[config.mk]
export PLATFORM = sky130hd
export DESIGN_NAME = akv_cell
export DESIGN_NICKNAME = d
export VERILOG_FILES = /design/src/rtl/akv_pkg.sv /design/src/rtl/akv_cell.sv
export SDC_FILE = /design/constraint.sdc
export NUM_CORES = 1
export LEC_CHECK = 0
export BUFFER_PORTS_ARGS = -buffer_cell sky130_fd_sc_hd__buf_2
export CORE_AREA = 2 2 212 214
export CTS_CLUSTER_DIAMETER = 200
export DETAILED_ROUTE_END_ITERATION = 6
export DIE_AREA = 0 0 214 216
export HOLD_SLACK_MARGIN = 0.06
export PLACE_DENSITY = 0.51
export SLEW_MARGIN = 20
export SYNTH_ARGS = -nofsm -noshare
export SYNTH_HDL_FRONTEND = slang
export SYNTH_SLANG_ARGS = --single-unit
[constraint.sdc]
create_clock -name i_clk -period 13.3 [get_ports i_clk]
set_input_delay 3.99 -clock i_clk [delete_from_list [all_inputs] [get_ports i_clk]]
set_output_delay 3.99 -clock i_clk [all_outputs]
set_load 0.02 [all_outputs]
[src/rtl/akv_pkg.sv]
`timescale 1ns / 1ps
`default_nettype none
// ----------------------------------------------------------------------------
// akv_pkg
// Shared types, sizes and helpers for the associative key/value table.
// ----------------------------------------------------------------------------
package akv_pkg;

    localparam int TABLE_DEPTH = 16;
    localparam int KEY_BYTES   = 8;
    localparam int VALUE_BYTES = 8;

    localparam int KEY_W = 64;
    localparam int VAL_W = 64;
    localparam int CNT_W = $clog2(TABLE_DEPTH + 1);
    localparam int IDX_W = (TABLE_DEPTH > 1) ? $clog2(TABLE_DEPTH) : 1;

    typedef enum logic [1:0] {
        OP_SET   = 2'd0,
        OP_GET   = 2'd1,
        OP_DEL   = 2'd2,
        OP_CLEAR = 2'd3
    } t_op;

    typedef enum logic [1:0] {
        ST_OK   = 2'd0,
        ST_MISS = 2'd1,
        ST_FULL = 2'd2
    } t_status;

    // Search item that walks down the row of cells, one cell per cycle.
    typedef struct packed {
        logic             valid;
        t_op              op;
        logic [KEY_W-1:0] key;
        logic [VAL_W-1:0] value;
        logic             hit;
        logic [VAL_W-1:0] hit_value;
        logic             free_seen;
        logic [IDX_W-1:0] free_idx;
    } t_token;

    // Broadcast commands from the controller to every cell.
    typedef struct packed {
        logic             clear;
        logic             fill;
        logic [IDX_W-1:0] fill_idx;
        logic [KEY_W-1:0] key;
        logic [VAL_W-1:0] value;
    } t_cell_ctl;

    // Keep bytes up to the first zero byte, at most nbytes of them.
    function automatic logic [63:0] trim_word(input logic [63:0] word,
                                              input int unsigned nbytes);
        logic        alive;
        logic [63:0] kept;
        alive = 1'b1;
        kept  = '0;
        for (int i = 0; i < 8; i++) begin
            if (i >= nbytes || word[8*i +: 8] == 8'd0) begin
                alive = 1'b0;
            end
            if (alive) begin
                kept[8*i +: 8] = word[8*i +: 8];
            end
        end
        return kept;
    endfunction

    function automatic logic [KEY_W-1:0] trim_key(input logic [KEY_W-1:0] word);
        return trim_word(word, KEY_BYTES);
    endfunction

    function automatic logic [VAL_W-1:0] trim_value(input logic [VAL_W-1:0] word);
        return trim_word(word, VALUE_BYTES);
    endfunction

endpackage
`default_nettype wire

[src/rtl/akv_cell.sv]
`timescale 1ns / 1ps
`default_nettype none
// ----------------------------------------------------------------------------
// akv_cell
// One table slot: valid mark, key and value; checks the passing search item.
// ----------------------------------------------------------------------------
module akv_cell (
    input  wire logic                      i_clk,
    input  wire logic                      i_rst_n,
    input  wire logic [akv_pkg::IDX_W-1:0] i_idx,
    input  wire akv_pkg::t_cell_ctl        i_ctl,
    input  wire akv_pkg::t_token           i_tok,
    output akv_pkg::t_token                o_tok
);

    logic                      r_valid;
    logic                      n_valid;
    logic [akv_pkg::KEY_W-1:0] r_key;
    logic [akv_pkg::KEY_W-1:0] n_key;
    logic [akv_pkg::VAL_W-1:0] r_value;
    logic [akv_pkg::VAL_W-1:0] n_value;
    akv_pkg::t_token           r_tok;
    akv_pkg::t_token           n_tok;
    logic                      w_match;
    logic                      w_take_free;
    logic                      w_fill_me;

    always_comb begin
        w_match     = i_tok.valid && r_valid && !i_tok.hit && (r_key == i_tok.key);
        w_take_free = i_tok.valid && !r_valid && !i_tok.free_seen;
        w_fill_me   = i_ctl.fill && (i_ctl.fill_idx == i_idx);

        // pass the item on, marking first hit and first free slot
        n_tok = i_tok;
        if (w_match) begin
            n_tok.hit       = 1'b1;
            n_tok.hit_value = r_value;
        end
        if (w_take_free) begin
            n_tok.free_seen = 1'b1;
            n_tok.free_idx  = i_idx;
        end

        n_valid = r_valid;
        n_key   = r_key;
        n_value = r_value;
        if (i_ctl.clear) begin
            n_valid = 1'b0;
        end else if (w_fill_me) begin
            n_valid = 1'b1;
            n_key   = i_ctl.key;
            n_value = i_ctl.value;
        end else if (w_match && i_tok.op == akv_pkg::OP_SET) begin
            n_value = i_tok.value;
        end else if (w_match && i_tok.op == akv_pkg::OP_DEL) begin
            n_valid = 1'b0;
        end
    end

    always_ff @(posedge i_clk) begin
        if (!i_rst_n) begin
            r_valid <= 1'b0;
            r_tok   <= '0;
        end else begin
            r_valid <= n_valid;
            r_tok   <= n_tok;
        end
    end

    always_ff @(posedge i_clk) begin
        r_key   <= n_key;
        r_value <= n_value;
    end

    assign o_tok = r_tok;

endmodule
`default_nettype wire

==> flow_metrics.tcl <==
set metrics [dict create \
    status "complete, no violations" \
    wirelength_mm 37.28 \
    path_max_fanout 66 \
    grt_setup_unrepaired "false" \
    slowest_delay_ps 690 \
    die_h_um 216 \
    h-tree-depth 2 \
    ant_nets 0 \
    cts_buffers 38 \
    clk_pin_slew_ps 60 \
    num_vias 8649 \
    cts.sink_count 330 \
    synth_nets 1232 \
    async_flop_share_pct 0 \
    period_minus_slack_ps 6937 \
    placed_area_sq_mm 0.01486 \
    grt-ovfl-total 0 \
    ys_seq_elements 330 \
    cp_cell_sequence "buf_2, xor2_1, nor4_1, nand4_1, nor4b_4, buf_4, nand2_1, o41ai_2, buf_4" \
    drv_slew 0 \
    clock_path_buffers 3 \
    required_ps 13460 \
    drc 0 \
    relSlewSlack_pct 39.78 \
    post_cts_resized 0 \
    ys_seq_area_share_pct 68.09 \
    period_share_pct 52.15 \
    drt_iter0_drc 389 \
    peakVddDrop_v 0.00008638 \
    power_density_mw_per_mm2 145.7 \
    yosysWarnings 0 \
    antenna_found_initial 5 \
    gp_congestion 0.8610 \
    worstMarginPinSlew_ps 903.3 \
    final.setup_skew_ps 13.97 \
    rows 77 \
    end_kind "register" \
    fin_setup_tns_ps 0 \
    drive_gt1_share_pct 46.53 \
    finalHoldViolCount 0 \
    portBuffers 541 \
    synth_area_per_cell_sq_um 13.00 \
    fillers 4436 \
    drt-pass1-iter-count 4 \
    final_util_pct 36.71 \
    multi_input_area_sq_mm 0.003428 \
    synth_enable_flop_cells 128 \
    post_cts_buffers 0 \
    routedWlPerCell_um 18.16 \
    post-dp-hpwl_mm 27.63 \
    synthCells 891 \
    sequential_cell_area_sq_mm 0.007888 \
    initial_core_util_pct 26.43 \
    die_w_um 214 \
    cp_slowest_cell "buf_4" \
    critPathTopFamily "buffers and inverters" \
    finalPower_w 0.002345 \
    clock.fmax_ghz 0.1442 \
    cts_root_buf "clkbuf_16" \
    cts_tree "built" \
    cts_hold_buf 0 \
    maxCapViolations 0 \
    cp_common_cell "buf_4" \
    clk_latency_ps 550 \
    die_area_sq_mm 0.04622 \
    start_kind "input pin" \
    nNetsFinal 1768 \
    ys.flop_type "dfxtp_1" \
    syn_area_sq_mm 0.01158 \
    core_sq_mm 0.04384 \
    ys_types 30 \
    grt_max_degree 77 \
    syn2layout_area_growth_pct 38.94 \
    min_path_type "register to register" \
    arrival_ps 7100 \
    setup_violations 0 \
    grt_pass1_wl_mm 55.40 \
    worstSetupPathType "input pin to register" \
    ios 542 \
    crit_buf_inv 3 \
    grt_pass1_vias 9076 \
    via_per_inst 4.213 \
    leakage_nw 6.818 \
    grt.total_usage_pct 15.78 \
    fin_area_sq_mm 0.01609 \
    ff2ff_setup_slack_ps 9530 \
]
path summary, 6_finish.rpt:
| check | start | end | cells after the start |
|---|---|---|---|
| worst max-delay path | i_tok[186] | r_value[61] | 9 |
| worst min-delay path | r_value[25] | o_tok[30] | 2 |
| worst max register to register | r_key[52] | r_value[61] | 8 |
| worst min register to register | r_value[25] | o_tok[30] | 2 |
where the power goes:
part	internal, W	total (W)	switching, W
Sequential	0.00109	0.00110	0.0000102
Clock	0.000611	0.00103	0.000423
Combinational	0.0000932	0.000210	0.000117
Total	0.00180	0.00235	0.000550
layer usage:
metal	global-route usage, %	up-vias	wire, um
met5	0	-	21
met4	4.965	4	942
met3	5.553	59	3207
met2	27.61	378	18590
met1	18.00	4019	14520
li1	-	4189	-
per-stage QoR:
stage          hold WS, ps  std cells  setup slack (ps)
2_1_floorplan        491.7        891              1043
3_3_place_gp         497.1       1979              5680
3_5_place_dp         509.7       1979              5697
4_1_cts              521.9       2049              6291
5_1_grt              545.0       2051              6092
6_report             519.2       2053              6363
worst min-delay path, stage by stage (launching register included):
cell and delay [ps]:
edfxtp_1 320, nand3_1 60, a21oi_1 110
layout by cell type, fill, tap and decap left out, types with 8 or more instances in the layout:
cell type  instances
buf_4             11
clkbuf_1          10
nor4_1             8
edfxtp_1         128
clkinv_2           8
xnor2_1           36
mux2_2            64
xor2_1            32
a21oi_1           66
nand3_1           65
nand4_1            9
buf_2            540
o21ai_1           64
dfxtp_1          202
nor2_1             9
and2_1           130
clkbuf_16         38
registers in the layout, indices dropped and copies added (netlist names):
register	flops
o_tok	201
r_key	64
r_value	64
r_valid	1
cells in the mapped netlist (2+ instances only):
| library cell | n | area (sq um) |
|---|---|---|
| nor2_1 | 9 | 33.78 |
| nand3_1 | 65 | 325.3 |
| mux2_2 | 64 | 720.7 |
| nor4_1 | 9 | 56.30 |
| o21ai_1 | 64 | 320.3 |
| buf_4 | 5 | 37.54 |
| xor2_1 | 32 | 280.3 |
| nand4_1 | 9 | 56.30 |
| xnor2_1 | 36 | 315.3 |
| buf_6 | 6 | 67.56 |
| mux2i_1 | 4 | 40.04 |
| a21oi_1 | 66 | 330.3 |
| edfxtp_1 | 128 | 3844 |
| nor3_1 | 2 | 10.01 |
| inv_1 | 3 | 11.26 |
| buf_2 | 10 | 50.05 |
| clkbuf_1 | 34 | 127.6 |
| nand2_1 | 3 | 11.26 |
| dfxtp_1 | 202 | 4044 |
| and2_1 | 130 | 813.3 |
final cells by class:
type / count / area share [%]
antenna: 4 / 0.06219
tap: 592 / 4.602
multi-input combinational: 502 / 21.30
clock inverter: 18 / 1.135
timing repair buffer: 551 / 17.31
inverter: 4 / 0.1011
clock buffer: 52 / 6.484
sequential: 330 / 49.01
cell families (layout without fill, tap and decap cells):
kind of cell | after synthesis | in the layout | synth area share [%]
AOI/OAI and AO/OA | 132 | 132 | 5.790
xor gates and xnor gates | 68 | 68 | 5.141
buffers and inverters | 59 | 625 | 2.571
DFF | 330 | 330 | 68.09
muxes | 68 | 68 | 6.567
other | 0 | 4 | 0
and+or+nand+nor | 234 | 234 | 11.84
Power figures use the tool's default switching activity.
